[config.mk]
export PLATFORM = sky130hd
export DESIGN_NAME = pdf_keyword_threat_scanner_unit
export DESIGN_NICKNAME = d
export VERILOG_FILES = /design/src/rtl/core/pks_pkg.sv /design/src/rtl/core/pks_front.sv /design/src/rtl/core/pks_queue.sv /design/src/rtl/core/pks_back.sv /design/src/rtl/core/pdf_keyword_threat_scanner_unit.sv
export SDC_FILE = /design/constraint.sdc
export NUM_CORES = 1
export LEC_CHECK = 0
export BUFFER_PORTS_ARGS = -buffer_cell sky130_fd_sc_hd__buf_2
export CAP_MARGIN = 5
export CORE_MARGIN = 2
export CORE_UTILIZATION = 47
export DETAILED_ROUTE_END_ITERATION = 8
export PLACE_DENSITY = 0.76
export SYNTH_ARGS = -nofsm -noshare
export SYNTH_HDL_FRONTEND = slang
export SYNTH_HIERARCHICAL = 1
export SYNTH_SLANG_ARGS = --single-unit
[constraint.sdc]
create_clock -name clk -period 4.4 [get_ports clk]
set_clock_uncertainty 0.1 [all_clocks]
set_input_delay 0.22 -clock clk [delete_from_list [all_inputs] [get_ports clk]]
set_output_delay 0.22 -clock clk [all_outputs]
set_load 0.05 [all_outputs]
[src/rtl/core/pks_pkg.sv]
// Package for the PDF keyword threat scanner: types, keyword constants,
// weights and helper functions. Used by every file under rtl/core.
package pks_pkg;

  localparam int unsigned KW_COUNT  = 6;
  localparam int unsigned HIST_LEN  = 12;
  localparam logic [3:0]  MIN_LEN   = 4'd8;
  localparam logic [3:0]  HDR_LEN   = 4'd4;
  localparam logic [7:0]  THRESH_RESET = 8'd80;

  // configuration register indexes
  localparam logic [0:0] CFG_PDF_BY_NAME = 1'b0;
  localparam logic [0:0] CFG_THRESHOLD   = 1'b1;

  // keyword text, last character in the low byte
  localparam logic [87:0]  KW_JAVASCRIPT   = "/JavaScript";
  localparam logic [23:0]  KW_JS           = "/JS";
  localparam logic [87:0]  KW_OPENACTION   = "/OpenAction";
  localparam logic [23:0]  KW_AA           = "/AA";
  localparam logic [55:0]  KW_LAUNCH       = "/Launch";
  localparam logic [103:0] KW_EMBEDDEDFILE = "/EmbeddedFile";
  localparam logic [31:0]  HDR_TEXT        = "%PDF";

  localparam logic [7:0] W_JAVASCRIPT   = 8'd20;
  localparam logic [7:0] W_JS           = 8'd20;
  localparam logic [7:0] W_OPENACTION   = 8'd20;
  localparam logic [7:0] W_AA           = 8'd20;
  localparam logic [7:0] W_LAUNCH       = 8'd55;
  localparam logic [7:0] W_EMBEDDEDFILE = 8'd30;

  typedef logic [KW_COUNT-1:0] kw_mask_t;

  // summary of one finished file, passed from front to back
  typedef struct packed {
    logic     scanned;
    kw_mask_t mask;
  } scan_sum_t;

  // expected header byte at position idx (0 = first byte of file)
  function automatic logic [7:0] hdr_byte(input logic [1:0] idx);
    logic [7:0] b;
    begin
      unique case (idx)
        2'd0:    b = HDR_TEXT[31:24];
        2'd1:    b = HDR_TEXT[23:16];
        2'd2:    b = HDR_TEXT[15:8];
        default: b = HDR_TEXT[7:0];
      endcase
      return b;
    end
  endfunction

  // window: newest byte in [7:0], oldest in [103:96]
  function automatic kw_mask_t kw_hits(input logic [103:0] win);
    kw_mask_t m;
    begin
      m[0] = (win[87:0]  == KW_JAVASCRIPT);
      m[1] = (win[23:0]  == KW_JS);
      m[2] = (win[87:0]  == KW_OPENACTION);
      m[3] = (win[23:0]  == KW_AA);
      m[4] = (win[55:0]  == KW_LAUNCH);
      m[5] = (win[103:0] == KW_EMBEDDEDFILE);
      return m;
    end
  endfunction

  // at most 165, so 8 bits never overflow
  function automatic logic [7:0] score_of(input kw_mask_t m);
    logic [7:0] s;
    begin
      s = 8'd0;
      if (m[0]) s = s + W_JAVASCRIPT;
      if (m[1]) s = s + W_JS;
      if (m[2]) s = s + W_OPENACTION;
      if (m[3]) s = s + W_AA;
      if (m[4]) s = s + W_LAUNCH;
      if (m[5]) s = s + W_EMBEDDEDFILE;
      return s;
    end
  endfunction

endpackage

[src/rtl/core/pks_front.sv]
// Front end: byte history, keyword comparators, header check and length count.
// Pushes one scan summary per file into the queue. Depends on pks_pkg.
module pks_front (
  input  logic              clk,
  input  logic              rst_n,
  input  logic              in_valid,
  output logic              in_stall,
  input  logic [7:0]        in_data_byte,
  input  logic              in_last_byte,
  input  logic              pdf_by_name,
  input  logic              q_full,
  output logic              q_push,
  output pks_pkg::scan_sum_t q_wdata
);

  logic [95:0]        hist_r, hist_nxt;
  logic [3:0]         seen_r, seen_nxt;
  logic               hdr_r, hdr_nxt;
  pks_pkg::kw_mask_t  found_r, found_nxt;
  logic               accept;
  logic [103:0]       win;

  assign in_stall = q_full;
  assign accept   = in_valid & ~in_stall;
  assign win      = {hist_r, in_data_byte};

  always_comb begin
    found_nxt = found_r | pks_pkg::kw_hits(win);
    hdr_nxt   = hdr_r;
    if (seen_r < pks_pkg::HDR_LEN && in_data_byte != pks_pkg::hdr_byte(seen_r[1:0]))
      hdr_nxt = 1'b0;
    seen_nxt = (seen_r < pks_pkg::MIN_LEN) ? seen_r + 4'd1 : seen_r;
    hist_nxt = {hist_r[87:0], in_data_byte};

    q_push            = accept & in_last_byte;
    q_wdata.scanned   = (seen_nxt >= pks_pkg::MIN_LEN) & (pdf_by_name | hdr_nxt);
    q_wdata.mask      = found_nxt;
  end

  always_ff @(posedge clk) begin
    if (!rst_n) begin
      hist_r  <= '0;
      seen_r  <= '0;
      hdr_r   <= 1'b1;
      found_r <= '0;
    end else if (accept) begin
      if (in_last_byte) begin
        hist_r  <= '0;
        seen_r  <= '0;
        hdr_r   <= 1'b1;
        found_r <= '0;
      end else begin
        hist_r  <= hist_nxt;
        seen_r  <= seen_nxt;
        hdr_r   <= hdr_nxt;
        found_r <= found_nxt;
      end
    end
  end

endmodule

[src/rtl/core/pks_queue.sv]
// Two-entry queue of scan summaries between front and back end.
// Depends on pks_pkg.
module pks_queue (
  input  logic               clk,
  input  logic               rst_n,
  input  logic               push,
  input  pks_pkg::scan_sum_t wdata,
  output logic               full,
  input  logic               pop,
  output logic               not_empty,
  output pks_pkg::scan_sum_t rdata
);

  pks_pkg::scan_sum_t mem_r [2];
  logic               wptr_r, rptr_r;
  logic [1:0]         count_r;

  assign full      = (count_r == 2'd2);
  assign not_empty = (count_r != 2'd0);
  assign rdata     = mem_r[rptr_r];

  always_ff @(posedge clk) begin
    if (push) mem_r[wptr_r] <= wdata;
  end

  always_ff @(posedge clk) begin
    if (!rst_n) begin
      wptr_r  <= 1'b0;
      rptr_r  <= 1'b0;
      count_r <= 2'd0;
    end else begin
      if (push) wptr_r <= ~wptr_r;
      if (pop)  rptr_r <= ~rptr_r;
      case ({push, pop})
        2'b10:   count_r <= count_r + 2'd1;
        2'b01:   count_r <= count_r - 2'd1;
        default: count_r <= count_r;
      endcase
    end
  end

endmodule

[src/rtl/core/pks_back.sv]
// Back end: weighs the found keywords, compares with the threshold and
// holds the result in the output register. Depends on pks_pkg.
module pks_back (
  input  logic               clk,
  input  logic               rst_n,
  input  logic               q_not_empty,
  input  pks_pkg::scan_sum_t q_rdata,
  output logic               q_pop,
  input  logic [7:0]         threshold,
  output logic               out_valid,
  input  logic               out_stall,
  output logic               out_flagged,
  output logic [7:0]         out_risk_score,
  output logic [5:0]         out_found_mask
);

  logic       valid_r;
  logic       threat_r, threat_nxt;
  logic [7:0] score_r, score_nxt;
  logic [5:0] mask_r, mask_nxt;

  // output register free, or its transaction completes this cycle
  assign q_pop = q_not_empty & (~valid_r | ~out_stall);

  always_comb begin
    mask_nxt   = q_rdata.scanned ? q_rdata.mask : '0;
    score_nxt  = pks_pkg::score_of(mask_nxt);
    threat_nxt = q_rdata.scanned & (score_nxt >= threshold);
  end

  always_ff @(posedge clk) begin
    if (!rst_n) begin
      valid_r <= 1'b0;
    end else if (q_pop) begin
      valid_r <= 1'b1;
    end else if (~out_stall) begin
      valid_r <= 1'b0;
    end
  end

  always_ff @(posedge clk) begin
    if (q_pop) begin
      threat_r <= threat_nxt;
      score_r  <= score_nxt;
      mask_r   <= mask_nxt;
    end
  end

  assign out_valid      = valid_r;
  assign out_flagged    = threat_r;
  assign out_risk_score = score_r;
  assign out_found_mask = mask_r;

endmodule

[src/rtl/core/pdf_keyword_threat_scanner_unit.sv]
// Scans a file one byte per cycle, while the input is not stalled, for
// /JavaScript, /JS, /OpenAction, /AA, /Launch and /EmbeddedFile and gives one
// verdict per file, on the byte marked last. The result is registered first in
// the queue, then in the output register. The input stalls only when two
// finished verdicts are queued.
module pdf_keyword_threat_scanner_unit (
  input  logic       clk,
  input  logic       rst_n,
  input  logic       cfg_we,
  input  logic [0:0] cfg_index,
  input  logic [7:0] cfg_wdata,
  input  logic       in_valid,
  output logic       in_stall,
  input  logic [7:0] in_data_byte,
  input  logic       in_last_byte,
  output logic       out_valid,
  input  logic       out_stall,
  output logic       out_flagged,
  output logic [7:0] out_risk_score,
  output logic [5:0] out_found_mask
);

  logic               pdf_by_name_r;
  logic [7:0]         threshold_r;
  logic               q_full, q_push, q_pop, q_not_empty;
  pks_pkg::scan_sum_t q_wdata, q_rdata;

  always_ff @(posedge clk) begin
    if (!rst_n) begin
      pdf_by_name_r <= 1'b0;
      threshold_r   <= pks_pkg::THRESH_RESET;
    end else if (cfg_we) begin
      unique case (cfg_index)
        pks_pkg::CFG_PDF_BY_NAME: pdf_by_name_r <= cfg_wdata[0];
        pks_pkg::CFG_THRESHOLD:   threshold_r   <= cfg_wdata;
        default:                  threshold_r   <= threshold_r;
      endcase
    end
  end

  pks_front u_front (
    .clk          (clk),
    .rst_n        (rst_n),
    .in_valid     (in_valid),
    .in_stall     (in_stall),
    .in_data_byte (in_data_byte),
    .in_last_byte (in_last_byte),
    .pdf_by_name  (pdf_by_name_r),
    .q_full       (q_full),
    .q_push       (q_push),
    .q_wdata      (q_wdata)
  );

  pks_queue u_queue (
    .clk       (clk),
    .rst_n     (rst_n),
    .push      (q_push),
    .wdata     (q_wdata),
    .full      (q_full),
    .pop       (q_pop),
    .not_empty (q_not_empty),
    .rdata     (q_rdata)
  );

  pks_back u_back (
    .clk            (clk),
    .rst_n          (rst_n),
    .q_not_empty    (q_not_empty),
    .q_rdata        (q_rdata),
    .q_pop          (q_pop),
    .threshold      (threshold_r),
    .out_valid      (out_valid),
    .out_stall      (out_stall),
    .out_flagged    (out_flagged),
    .out_risk_score (out_risk_score),
    .out_found_mask (out_found_mask)
  );

endmodule
## Yosys cells after proc, flatten, opt, wreduce, memory -nomap -nowiden

Memories as Yosys holds them, arrays and structs flattened. A register that Yosys moved wholly into a read port is not among the register bits.
Index checks and enable logic that the tools add are counted.

| storage, ports and cells | value |
|---|---|
| register bits | 136 |
| bits in latches | 0 |
| memory bits (writable) | 14 |
| memory bits (read-only) | 0 |
| bits of input ports | 23 |
| output and inout bits | 17 |
| memories | 1 |

| operators by class | value |
|---|---|
| add/subtract/negate cells | 8 |
| multipliers | 0 |
| divide/modulo/power cells | 0 |
| magnitude comparators | 4 |
| equality and inequality tests | 13 |
| shifts and indexed selects | 0 |
| muxes and demuxes | 21 |
| bitwise operators | 14 |
| reductions and logical operators | 6 |

Memories:

| memory | words | bits a word | rd ports | clocked after Yosys merged registers in | wr ports | RTL line | RTL |
|---|---|---|---|---|---|---|---|
| u_queue.mem_r | 2 | 7 | 1 | 1 | 1 | pks_queue.sv:14 | `pks_pkg::scan_sum_t mem_r [2];` |

Operator list:

| cell | count |
|---|---|
| $eq 88x86->1 const B | 2 |
| $eq 104x102->1 const B | 1 |
| $mux 96 | 1 |
| $eq 56x54->1 const B | 1 |
| $eq 24x22->1 const B | 2 |
| $mux 8 | 5 |
| $add 8x5->8 const B | 3 |
| $pmux 7 s3 | 1 |
| $mux 6 | 2 |
| $add 8x6->8 const B | 1 |
| $ge 8x8->1 | 1 |
| $mux 1 | 8 |
| $mux 4 | 2 |
| $ne 8x7->1 | 1 |
| $add 5x5->6 const B | 1 |
| $eq 2x2->1 const B | 3 |
| $not 1->1 | 6 |
| $or 6x6->6 | 1 |
| $and 1x1->1 | 5 |
| $mux 5 | 1 |
| $add 4x1->4 const B | 1 |
| $eq 2x1->1 const B | 2 |
| $ge 4x4->1 const B | 1 |
| $lt 4x3->1 const B | 1 |
| 10 further kinds | 13 |

## Logic depth before layout (Yosys ltp)

Gate-level depths: netlist of the first run.

| logic depth | value |
|---|---|
| word-level depth | 14 |
| mapped depth | 22 |
| mapped depth without buffers | 19 |

## Hierarchy

The synthesis of the first run kept the hierarchy.

By module, submodules not included:

| module | instances | cells an instance | area an instance (um^2) |
|---|---|---|---|
| pks_front | 1 | 561 | 4425.5 |
| pks_back | 1 | 145 | 1410.1 |
| pks_queue | 1 | 44 | 721.9 |
| pdf_keyword_threat_scanner_unit | 1 | 41 | 369.1 |

## Least setup slack after synthesis of the first run

OpenSTA, ideal clock, no wires.

| timing | value |
|---|---|
| kind | register -> register |
| start point | register (tool-made name) |
| end point | register u_back.threat_r (netlist: u_back/out_flagged), data pin |
| data arrival time | 4.451 ns |
| setup slack | -0.411 ns |
| stages on the path, launching flop included | 23 |
| buffers on the path | 4 |
| cells stage by stage | dfxtp_1 -> clkbuf_1 -> mux2_2 -> buf_6 -> clkbuf_1 -> nand2_1 -> ha_1 -> buf_4 -> xnor2_1 -> inv_1 -> ha_1 -> and2_2 -> a221oi_2 -> inv_1 -> ha_1 -> nand3b_1 -> o211ai_2 -> xor2_1 -> ha_1 -> a21o_1 -> a21oi_1 -> o21a_1 -> o21ai_0 |

RTL lines:

| what | RTL line | RTL |
|---|---|---|
| end signal, assigned | pks_back.sv:43 | `threat_r <= threat_nxt;` |
| end, declared | pks_back.sv:18 | `logic threat_r, threat_nxt;` |

==> results of run 1 <==
-- per-stage QoR --
stage | hold WS (ns) | instances | cell area (um^2) | TNS [ns] | setup slack, ns
global placement | 0.329 | 979 | 7290 | 0 | 0.217
finish | 0.0235 | 1031 | 8080 | 0 | 0.263
global route | 0.0309 | 1031 | 8080 | -0.0177 | -0.0177
floorplan | 0.238 | 791 | 7010 | 0 | 0.00537
detailed placement | 0.333 | 979 | 7290 | 0 | 0.115
CTS | 0.00171 | 1026 | 8030 | 0 | 0.0911
-- worst max-delay path, cell delays in order (launching register included) --
cell      delay [ns]
dfxtp_2         0.34
buf_6           0.12
mux2_2          0.36
nand2_4         0.09
inv_1           0.06
ha_2            0.19
a21oi_2         0.10
a21oi_1         0.07
ha_1            0.29
and2_2          0.20
a221oi_4        0.23
inv_1           0.09
ha_1            0.28
nand3b_1        0.17
o211ai_2        0.22
xor2_1          0.21
ha_1            0.28
a21o_1          0.16
a21oi_1         0.13
o21a_1          0.12
o21ai_0         0.08
-- area by class of cell --
class,instances,area [um^2]
tap,184,230
inverter,25,93.8
fill,1275,6400
antenna,1,2.50
sequential,150,3280
clock inverter,12,143
clock buffer,19,443
timing repair buffer,68,457
multi-input combinational,572,3420
-- state kept, by name (all words and copies together) (netlist names), named ones only --
signal                 cells
u_queue/wptr_r             1
u_front/seen_r             4
u_back/out_found_mask      5
threshold_r                8
pdf_by_name_r              1
u_back/out_risk_score      8
u_queue/count_r            2
u_front/hdr_r              1
u_queue/rptr_r             1
u_queue/mem_r             14
u_front/found_r            6
u_back/out_valid           1
u_back/out_flagged         1
u_front/hist_r            96
-- placed cells by master, fill, tap and decap left out, types with 8 or more instances in the layout --
cell,count
a21oi_1,107
buf_2,39
buf_4,12
clkbuf_16,17
dfxtp_1,121
dlygate4sd3_1,16
edfxtp_1,28
ha_1,17
inv_1,23
nand2_1,215
nand2b_1,8
nand3_1,9
nand4_1,15
nand4b_1,8
nor2_1,19
nor3_1,10
nor4bb_1,12
o21ai_0,8
o21ai_1,8
xnor2_1,10
xor2_1,10
-- power groups by stage --
stage / Clock, mW / Sequential, mW / Combinational (mW)
after floorplan: 0 / 1.87 / 0.865
after detailed placement: 0 / 1.64 / 1.36
after CTS: 1.47 / 1.61 / 1.38
after global placement: 0 / 1.64 / 1.33
after global routing: 1.53 / 1.62 / 1.53
final: 1.44 / 1.61 / 1.41
-- kinds of logic after synthesis --
family,Yosys count
AND/OR/NAND/NOR,362
AO/OA/AOI/OAI,159
flip-flops,150
buffers and inverters,69
XOR/XNOR,22
adder cells (fa/ha/maj),19
multiplexers,10
-- synth_stat cells (all sizes together) (4+ instances only) --
| library cell | instances |
|---|---|
| buf | 12 |
| or4 | 4 |
| edfxtp | 28 |
| nor4 | 5 |
| dfxtp | 122 |
| a21oi | 109 |
| o211ai | 4 |
| nor4bb | 12 |
| clkbuf | 32 |
| o31ai | 4 |
| o21ai | 17 |
| xnor2 | 12 |
| xor2 | 10 |
| nor2 | 19 |
| nor3 | 11 |
| a21o | 4 |
| mux2 | 8 |
| nor4b | 4 |
| inv | 25 |
| nand4 | 15 |
| and2 | 8 |
| nand4b | 8 |
| nor2b | 7 |
| ha | 19 |
| nand4bb | 4 |
| and2b | 5 |
| nand2 | 221 |
| nor3b | 7 |
| nand3 | 9 |
| nand2b | 9 |
-- path summary, 6_finish.rpt --
kind,endpoint
hold reg to reg,u_front/found_r[0]
setup / recovery,u_back/out_flagged
hold / removal,u_front/hist_r[1]
setup reg to reg,u_back/out_flagged
-- repair_timing --
action                                  in CTS  in global routing
hold buffers                                16                  0
setup buffers                                0                  4
hold endpoints to repair                    17                  0
gates resized for setup                      0                  4
endpoints found under the setup margin       0                  1
-- metal layers --
layer,track usage,vias to the layer above,part of all wire,wire [um]
met2,0.351,127,0.50,7920
met5,0,-,0,0
met4,0.0987,0,0.030,477
met1,0.250,2710,0.44,6960
met3,0.0428,35,0.037,592
li1,-,2820,-,-
==> results by group, run 1 <==
Outcome
  – Status: complete, no violations

Global route
  – Gr usage total: 0.206
  – Vias in the first global route: 5459
  – Grt total ovfl: 0
  – First-pass GRT wire length: 26.4 mm
  – Initial antenna violation count: 1
  – Largest net degree at the start of global routing: 105

Worst hold path
  – Hold depth: 3
  – Hold wc startpoint: in_data_byte[1]
  – Worst min-delay path class: input pin to flip-flop

CTS
  – Clock transition at the registers of the reported paths: 0.06 ns
  – H-tree levels: 4
  – Max clock buf depth: 2
  – Total CTS buffers: 17
  – CTS tree: yes
  – CTS root buf: clkbuf_16
  – Clock sink total: 150
  – Worst skew pair latency: 0.42 ns

Floorplanning
  – Total die area: 15700 um^2
  – Core area: 14500 um^2
  – Initial Util: 0.478
  – I/O pin total: 40
  – Die width: 125 um
  – Rows: 44
  – Die H: 125 um

Timing
  – Tmin final: 4.14 ns
  – Setup-failing EPs final: 0
  – Crit share post-route: 0.940
  – Max_slew headroom: 0.276
  – Least-Margin Pin Slew: 1.09 ns
  – Fin. Hold Viols: 0
  – Pins Over Slew Limit: 0
  – Fmax: 242 MHz

Synthesis
  – Unique masters post-synth: 77
  – Synth Area in Adders: 0.0343
  – Mean Syn Cell Area: 8.76 um^2
  – Number of synthesized flops with an enable pin: 28
  – Post-synthesis cell area: 6930 um^2
  – Compound-cell area share of the yosys netlist: 0.137
  – Multiplexer share of the synthesized area: 0.0164
  – Yosys synthesis warning count: 6
  – Cells after synthesis: 791
  – XOR/XNOR Fraction of Synth Area: 0.0305
  – Post-synthesis simple-gate area fraction: 0.263
  – Largest family of logic cells by synthesized area: simple AND/OR/NAND/NOR gates
  – FF+latch count, synth: 150
  – Main synth FF type: dfxtp_1
  – Yosys top cell area share: 0.353
  – FFs w/ async S/R, synth: 0
  – Sequential area share after synthesis: 0.474
  – Synth top area cells: dfxtp_1, edfxtp_1, nand2_1
  – Largest area contributor in the netlist: dfxtp_1
  – Syn Nets: 833

Setup path
  – Setup crit end kind: flip-flop
  – Worst setup SP type: flip-flop
  – WS Path Type: flip-flop to flip-flop
  – CP Data Required Time: 4.47 ns
  – Worst path arrival time: 4.20 ns
  – R2R Setup Slk: 0.26 ns
  – Worst r2r path cells: 20
  – CP max FO: 6

Route
  – DRT antenna net count: 0
  – DR pass1 iterations: 5
  – Via Count: 5692
  – Drt drc: 0
  – Initial DRC count: 426
  – Via density per instance: 5.52
  – Routed len/inst: 15.5 um
  – Total Wirelength: 15.9 mm

Power and ir drop
  – Pwr Total: 4.47 mW
  – Comb pwr share: 0.316
  – Power per cell area: 553 nW/um^2
  – Clock power frac: 0.323
  – Internal power: 2.88 mW
  – Sequential power share: 0.361
  – Sw Ratio: 0.356
  – Peak VDD IR: 0.312 mV
  – Leak: 2.90 nW
  – Net switching power: 1.59 mW

Cells and area
  – Fin util: 0.558
  – Fin nets: 876
  – P&R area growth vs syn: 16.6%
  – Layout cells sized above 1: 0.150

Job
  – Max-cap viol count: 0

Placed design
  – GPL Wtd Cong: 0.920
  – IO Port Bufs: 39
  – Final HPWL DP: 10.4 mm
Note: power is estimated with default switching activity, not from simulation.
==> inputs of run 2 (changes only) <==
--- a/config.mk
+++ b/config.mk
@@ -9,8 +9,11 @@
 export CAP_MARGIN = 5
 export CORE_MARGIN = 2
 export CORE_UTILIZATION = 47
+export CTS_BUF_LIST = sky130_fd_sc_hd__clkbuf_4 sky130_fd_sc_hd__clkbuf_8 sky130_fd_sc_hd__clkbuf_16
 export DETAILED_ROUTE_END_ITERATION = 8
+export GPL_TIMING_DRIVEN = 0
 export PLACE_DENSITY = 0.76
+export SLEW_MARGIN = 10
 export SYNTH_ARGS = -nofsm -noshare
 export SYNTH_HDL_FRONTEND = slang
 export SYNTH_HIERARCHICAL = 1
==> run 2 against run 1 <==
  * The flow now finishes with violations (hold timing)
  * Total power increased by 2.2%
  * Register-to-register slack got worse by 0.07 ns
  * First-iteration DRC count increased by 24%
  * Clock-buffer cell count decreased by 1
  * Cell count increased by 3.8%
  * Global-route usage increased by 1.0 points
  * Combinational power increased by 9.9%
  * Clock power about the same
  * Critical endpoint unchanged
==> results by group, run 2 (same netlist as run 1, synthesis figures left out) <==
Setup path
  – Worst path bufs/invs: 4 (+1)
  – Setup crit end kind: flip-flop
  – CP max FO: 6 (unchanged)
  – CP max stage cell: mux2_2
  – CP Data Required Time: 4.47 ns (about the same)
  – WS Path Type: flip-flop to flip-flop
  – Most common cell on crit path: ha_4
  – CP Depth: 20 (unchanged)
  – CP cell instances: clkbuf_8 -> buf_4 -> mux2_2 -> nand2_8 -> ha_4 -> xnor2_4 -> inv_2 -> ha_4 -> and2_4 -> a221oi_4 -> inv_2 -> ha_4 -> nor3_2 -> a211oi_2 -> xnor2_2 -> xnor2_1 -> ha_1 -> a21oi_2 -> o21a_1 -> o21ai_1
  – CP max stage delay: 0.40 ns (+0.04 ns)
  – Worst path arrival time: 4.27 ns (+0.07 ns)
  – Worst setup SP type: flip-flop
  – Worst path top cell family by delay: adder cells
  – Worst r2r path cells: 20 (unchanged)

Timing
  – Pins Over Slew Limit: 0 (unchanged)
  – Least-Margin Pin Slew: 0.663 ns (-0.423 ns)
  – Tmin final: 4.21 ns (+0.0701 ns)
  – Setup-failing EPs final: 0 (unchanged)
  – Hold slack: -0.00370 ns (-0.0272 ns)
  – Crit share post-route: 0.956 (+0.0159)
  – Fmax: 238 MHz (-1.7%)
  – Fin. Hold Viols: 1 (+1)
  – Max_slew headroom: 0.556 (+0.280)

Cells and area
  – Fin util: 0.576 (+0.0178)
  – Antenna cell count: 0 (-1)
  – Post-Layout Cell Count: 1070 (+3.8%)
  – Most flops, register: u_front/hist_r
  – Biggest regs: u_front/hist_r: 96 flops, u_queue/mem_r: 14 flops
  – Largest register FFs: 96 (unchanged)
  – Layout cells sized above 1: 0.158 (+0.00790)
  – Commonest cells after routing, fill and taps aside: nand2_1, dfxtp_1, a21oi_1
  – Final Instance Area: 8330 um^2 (+3.2%)
  – P&R area growth vs syn: 20.3%
  – Filler cell count in the final layout: 1248 (-2.1%)
  – Fin nets: 915 (+4.5%)
  – Most common cell after layout, fill and taps aside: nand2_1

Outcome
  – Failing checks: hold timing
  – Status: finished with violations

Global route
  – Largest net degree at the start of global routing: 17 (-84%)
  – Global-route met1 utilization: 0.274 (+0.0237)
  – GR Util met2: 0.355 (+0.00448)
  – First-pass GRT wire length: 27.3 mm (+3.5%)
  – Initial antenna violation count: 0 (-1)
  – Met3 GRT Util: 0.0488 (+0.00599)
  – Grt total ovfl: 0 (unchanged)
  – Vias in the first global route: 5435 (-0.44%)
  – Top Usage Layer GRT: met2
  – Gr usage total: 0.217 (+0.0105)

Placed design
  – IO Port Bufs: 37 (-5.1%)
  – GPL Wtd Cong: 0.940 (+2.2%)
  – Placed cell count: 1013 (+3.5%)
  – Placed cell areas: 7440 um^2 (+2.1%)
  – Final HPWL DP: 11.4 mm (+10%)

Route
  – Total Wirelength: 16.7 mm (+4.9%)
  – Initial DRC count: 528 (+24%)
  – Routed len/inst: 15.6 um (+1.1%)
  – Drt drc: 0 (unchanged)
  – DR pass1 iterations: 5 (unchanged)
  – Via density per instance: 5.47 (-0.89%)
  – DRT antenna net count: 0 (unchanged)
  – Via Count: 5855 (+2.9%)

CTS
  – CTS tree: yes
  – Clock sink total: 150 (unchanged)
  – H-tree levels: 4 (unchanged)
  – Worst skew pair latency: 0.43 ns (about the same)
  – CTS root buf: clkbuf_16
  – Clock transition at the registers of the reported paths: 0.06 ns (about the same)
  – Max clock buf depth: 2 (unchanged)
  – Total CTS buffers: 17 (unchanged)

Floorplanning
  – Initial Util: 0.478 (unchanged)
  – Total die area: 15700 um^2 (unchanged)
  – Die H: 125 um (unchanged)
  – Rows: 44 (unchanged)
  – Core area: 14500 um^2 (unchanged)
  – Die width: 125 um (unchanged)
  – I/O pin total: 40 (unchanged)

Power and ir drop
  – Leak: 2.95 nW (+1.4%)
  – Pwr Total: 4.57 mW (+2.2%)
  – Power per cell area: 548 nW/um^2 (-0.99%)
  – Peak VDD IR: 0.406 mV (+30%)

Job
  – Max-cap viol count: 0 (unchanged)

Worst hold path
  – Hold depth: 3 (unchanged)
  – Worst min-delay path class: input pin to flip-flop
[run 2: changes by cell type in the layout (fill, tap and decap cells not counted), moves of 3 or more]
cell	change
clkinv_1	+4
buf_4	+3
buf_1	+3
clkbuf_1	+29
ha_4	+3
inv_1	-4
inv_2	+3
buf_6	+3
[run 2: final timing paths]
kind	start	endpoint	slack, ns
worst max-delay path	flip-flop	u_back/out_flagged	0.19
worst min-delay path	cfg_index	threshold_r[2]	-0.004
worst max register to register	flip-flop	u_back/out_flagged	0.19
worst min register to register	u_front/found_r[0]	u_front/found_r[0]	0.34
[run 2: worst reg2reg max path, cell delays in order, from the launching register on]
cell and delay [ns]:
dfxtp_2 0.33, clkbuf_8 0.12, buf_4 0.14, mux2_2 0.40, nand2_8 0.10, ha_4 0.22
xnor2_4 0.17, inv_2 0.06, ha_4 0.20, and2_4 0.14, a221oi_4 0.29, inv_2 0.09
ha_4 0.19, nor3_2 0.20, a211oi_2 0.08, xnor2_2 0.17, xnor2_1 0.31, ha_1 0.32
a21oi_2 0.14, o21a_1 0.13, o21ai_1 0.07
[run 2: repair_timing]
action	4_1_cts	5_1_grt
pin swaps	6	7
endpoints found under the hold margin	13	0
buffers inserted	6	6
endpoints found under the setup margin	1	1
gates resized for setup	17	8
hold buffers	15	0
[run 2: stage by stage]
stage | worst slack [ns] | TNS [ns]
after global routing | -0.00459 | -0.00459
after floorplan | 0.00537 | 0
after detailed placement | -0.594 | -0.594
final | 0.193 | 0
after global placement | -0.538 | -0.538
after CTS | 0.0264 | 0
[run 2: routing by layer]
layer	vias up	part of all wire
li1	2898	-
met1	2750	0.44
met2	167	0.48
met3	40	0.049
met4	0	0.032
met5	-	0
[run 2: where the power goes]
| group | internal, mW | switching, mW |
|---|---|---|
| Clock | 0.834 | 0.572 |
| Combinational | 0.553 | 0.998 |
| Sequential | 1.55 | 0.0575 |
[run 2: area by class of cell]
type	instances	area (um^2)	share of cell area
tap	184	230	0.0276
multi-input combinational	572	3500	0.420
sequential	150	3280	0.394
clock inverter	14	134	0.0161
buffer	42	219	0.0263
clock buffer	18	433	0.0519
timing repair buffer	65	437	0.0524
inverter	25	96.3	0.0116
==> inputs of run 3 (changes only) <==
--- a/config.mk
+++ b/config.mk
@@ -9,12 +9,11 @@
 export CAP_MARGIN = 5
 export CORE_MARGIN = 2
 export CORE_UTILIZATION = 47
-export CTS_BUF_LIST = sky130_fd_sc_hd__clkbuf_4 sky130_fd_sc_hd__clkbuf_8 sky130_fd_sc_hd__clkbuf_16
+export CTS_BUF_LIST = sky130_fd_sc_hd__clkbuf_8
 export DETAILED_ROUTE_END_ITERATION = 8
 export GPL_TIMING_DRIVEN = 0
 export PLACE_DENSITY = 0.76
 export SLEW_MARGIN = 10
 export SYNTH_ARGS = -nofsm -noshare
 export SYNTH_HDL_FRONTEND = slang
-export SYNTH_HIERARCHICAL = 1
 export SYNTH_SLANG_ARGS = --single-unit
==> run 3 against run 2 <==
  * The flow now finishes without violations
  * Clock-buffer cell count unchanged
  * Via count decreased by 0.73%
  * Synthesized cell count increased by 0.13%
  * Maximum frequency decreased by 2.4%
  * Total power decreased by 10%
  * Final area decreased by 4.4%
  * Non-clock buffer count increased by 10
  * Synthesized area decreased by 3.3%
  * Worst setup slack got worse by 0.10 ns
  * Critical path depth decreased by 2
  * Clock power decreased by 21%
  * Critical endpoint is now u_back.out_flagged
  * Largest cell class is now flip-flops and latches
==> results by group, run 3 <==
Setup path
  – CP max stage cell: edfxtp_1
  – CP cell instances: and2_4 -> a22oi_2 -> inv_2 -> ha_4 -> and3_4 -> or2_4 -> ha_4 -> o21bai_1 -> o31a_1 -> ha_4 -> nor2_4 -> xnor3_2 -> a31oi_4 -> xor2_1 -> xnor2_1 -> ha_1 -> a2111oi_2 -> nor3_1
  – R2R Setup Slk: 0.09 ns (-0.10 ns)
  – Setup crit end kind: flip-flop
  – CP max stage delay: 0.40 ns (about the same)
  – Worst setup SP type: flip-flop
  – Worst path top cell family by delay: compound AO/OA/AOI/OAI gates
  – Worst r2r path cells: 18 (-10%)
  – WS Path Type: flip-flop to flip-flop
  – Reg2Reg Launch Point: u_queue.mem_r[1][6]
  – CP max FO: 6 (unchanged)
  – CP Data Required Time: 4.50 ns (+0.03 ns)
  – Worst path arrival time: 4.41 ns (+0.14 ns)
  – Worst path bufs/invs: 1 (-3)
  – Worst reg2reg path endpoint: u_back.out_flagged
  – Most common cell on crit path: ha_4

Timing
  – Tmin final: 4.31 ns (+0.105 ns)
  – Fin. Hold Viols: 0 (-1)
  – Pins Over Slew Limit: 0 (unchanged)
  – Max_slew headroom: 0.553 (-0.00357)
  – Least-Margin Pin Slew: 0.662 ns (-0.00122 ns)
  – Fmax: 232 MHz (-2.4%)
  – Hold slack: 0.0462 ns (+0.0499 ns)
  – Crit share post-route: 0.980 (+0.0238)
  – Setup-failing EPs final: 0 (unchanged)

Floorplanning
  – Die width: 123 um (-1.6%)
  – Total die area: 15200 um^2 (-3.1%)
  – Initial Util: 0.483 (+0.00439)
  – Rows: 43 (-2.3%)
  – Core area: 13900 um^2 (-4.1%)
  – I/O pin total: 40 (unchanged)
  – Die H: 123 um (-1.6%)

Worst hold path
  – Hold depth: 4 (+1)
  – Hold EP: pdf_by_name_r
  – Worst min-delay path class: input pin to flip-flop
  – Hold wc startpoint: cfg_index

Route
  – Routed len/inst: 14.8 um (-5.5%)
  – Total Wirelength: 15.9 mm (-5.0%)
  – Via density per instance: 5.40 (-1.3%)
  – Initial DRC count: 333 (-37%)
  – DR pass1 iterations: 5 (unchanged)
  – Via Count: 5812 (-0.73%)
  – DRT antenna net count: 0 (unchanged)
  – Drt drc: 0 (unchanged)

Synthesis
  – Yosys top cell area share: 0.364 (+0.0118)
  – Yosys synthesis warning count: 0 (-6)
  – Cells after synthesis: 792 (+0.13%)
  – Synth top cells by count: nand2_1, dfxtp_1, a21oi_1, clkbuf_1, nor2_1
  – Syn Nets: 834 (+0.12%)
  – Post-synthesis cell area: 6700 um^2 (-3.3%)
  – Main synth FF type: dfxtp_1
  – Unique masters post-synth: 64 (-17%)
  – Largest area contributor in the netlist: dfxtp_1
  – Mean Syn Cell Area: 8.46 um^2 (-3.4%)
  – Most frequent cell after synthesis: nand2_1
  – Number of synthesized flops with an enable pin: 28 (unchanged)
  – Sequential area share after synthesis: 0.490 (+0.0159)
  – Synth top area cells: dfxtp_1, nand2_1, edfxtp_1
  – FF+latch count, synth: 150 (unchanged)
  – FFs w/ async S/R, synth: 0 (unchanged)

Placed design
  – GPL Wtd Cong: 0.931 (-0.98%)
  – Final HPWL DP: 11.1 mm (-2.8%)
  – IO Port Bufs: 38 (+2.7%)

CTS
  – Worst skew pair latency: 0.46 ns (+0.03 ns)
  – CTS tree: yes
  – Clock sink total: 150 (unchanged)
  – H-tree levels: 4 (unchanged)
  – Total CTS buffers: 17 (unchanged)
  – CTS root buf: clkbuf_8
  – Clock transition at the registers of the reported paths: 0.08 ns (+0.02 ns)
  – Max clock buf depth: 2 (unchanged)

Job
  – Max-cap viol count: 0 (unchanged)

Cells and area
  – Antenna cell count: 0 (unchanged)
  – Most flops, register: u_front.hist_r
  – Biggest regs: u_front.hist_r: 96 flops, u_queue.mem_r: 14 flops, threshold_r: 8 flops
  – Most common cell after layout, fill and taps aside: nand2_1
  – Largest register FFs: 96 (unchanged)
  – P&R area growth vs syn: 18.9%
  – Fin nets: 925 (+1.1%)
  – Layout cells sized above 1: 0.123 (-0.0352)
  – Fin util: 0.574 (-0.00179)
  – Commonest cells after routing, fill and taps aside: nand2_1, dfxtp_1, a21oi_1

Power and ir drop
  – Sw Ratio: 0.345 (-0.0115)
  – Power per cell area: 514 nW/um^2 (-6.2%)
  – Leak: 2.82 nW (-4.4%)
  – Comb pwr share: 0.334 (-0.006)
  – Sequential power share: 0.392 (+0.039)
  – Internal power: 2.68 mW (-8.7%)
  – Clock power frac: 0.274 (-0.034)
  – Net switching power: 1.41 mW (-13%)
  – Peak VDD IR: 0.288 mV (-29%)

Global route
  – Initial antenna violation count: 0 (unchanged)
  – Vias in the first global route: 5324 (-2.0%)
  – First-pass GRT wire length: 25.6 mm (-6.5%)
  – Largest net degree at the start of global routing: 17 (unchanged)
  – Gr usage total: 0.216 (-0.000681)
  – Grt total ovfl: 0 (unchanged)

Outcome
  – Status: complete, no violations
-- run 3: changes by cell type after synthesis, sizes merged, moves of 6 or more --
| cell | previous run | this run |
|---|---|---|
| a21boi | 2 | 8 |
| a31oi | 1 | 7 |
| mux2 | 8 | 0 |
| nand2 | 221 | 234 |
| nand3 | 9 | 15 |
| nand4 | 15 | 6 |
| nor2 | 19 | 30 |
| nor3 | 11 | 17 |
| nor4 | 5 | 11 |
| o21ai | 17 | 7 |
-- run 3: tightest hold or removal path, stage by stage --
cell	delay [ns]
buf_2	0.11
inv_1	0.07
a31oi_1	0.08
nor2b_1	0.09
-- run 3: power by group through the flow --
stage | clock [mW] | combinational (mW) | sequential [mW]
3_5_place_dp | 0 | 1.18 | 1.63
6_report | 1.12 | 1.37 | 1.61
5_1_grt | 1.19 | 1.48 | 1.62
2_1_floorplan | 0 | 0.695 | 1.86
3_3_place_gp | 0 | 1.14 | 1.63
4_1_cts | 1.13 | 1.25 | 1.60
-- run 3: cell type report --
cell class                      count  area (um^2)
Sequential cell                   150         3280
Fill cell                        1216         5920
Clock buffer                       18          248
Inverter                           22         82.6
Clock inverter                     14          168
Multi-Input combinational cell    575         3260
Timing Repair Buffer               73          512
Tap cell                          180          225
Buffer                             44          185
-- run 3: worst max path at each step --
| stage | startpoint | to | depth (start not counted) |
|---|---|---|---|
| global route | u_queue.mem_r[1][6] | u_back.out_flagged | 18 |
| global placement | flip-flop | u_back.out_flagged | 19 |
| finish | u_queue.mem_r[1][6] | u_back.out_flagged | 18 |
| CTS | u_queue.mem_r[1][6] | u_back.out_flagged | 19 |
| detailed placement | flip-flop | u_back.out_flagged | 19 |
| floorplan | flip-flop | u_back.out_flagged | 19 |
-- run 3: cells by family (layout without fill, tap and decap cells) --
| group | after synthesis | after routing | share of synthesized area |
|---|---|---|---|
| buffers and inverters | 67 | 171 | 0.0405 |
| AND/OR/NAND/NOR | 374 | 374 | 0.258 |
| multiplexers | 1 | 1 | 0.00149 |
| XOR/XNOR | 21 | 21 | 0.0323 |
| flip-flops | 150 | 150 | 0.490 |
| adder cells (fa/ha/maj) | 19 | 19 | 0.0355 |
| AO/OA/AOI/OAI | 160 | 160 | 0.142 |
-- run 3: metal layers --
| layer | GRT usage | vias up | share of wire |
|---|---|---|---|
| li1 | - | 2909 | - |
| met1 | 0.262 | 2702 | 0.42 |
| met2 | 0.368 | 161 | 0.50 |
| met3 | 0.0494 | 40 | 0.053 |
| met4 | 0.0909 | 0 | 0.028 |
| met5 | 0 | - | 0 |
-- run 3: repair_timing --
action / 4_1_cts / 5_1_grt
endpoints found under the setup margin: 1 / 1
cloned: 0 / 0
hold buffers: 22 / 0
endpoints found under the hold margin: 17 / 0
pin swaps: 2 / 12
gates resized for setup: 9 / 15
setup buffers: 4 / 8
-- run 3: stage by stage --
step | total power, mW | setup TNS [ns] | std cells | area, um^2 | setup slack [ns]
floorplan | 2.55 | 0 | 792 | 6700 | 0.0267
global placement | 2.77 | -0.476 | 1010 | 7120 | -0.476
detailed placement | 2.81 | -0.520 | 1011 | 7130 | -0.520
CTS | 3.98 | 0 | 1068 | 7830 | 0.00483
global route | 4.29 | -0.0308 | 1076 | 7970 | -0.0308
finish | 4.09 | 0 | 1076 | 7970 | 0.0884
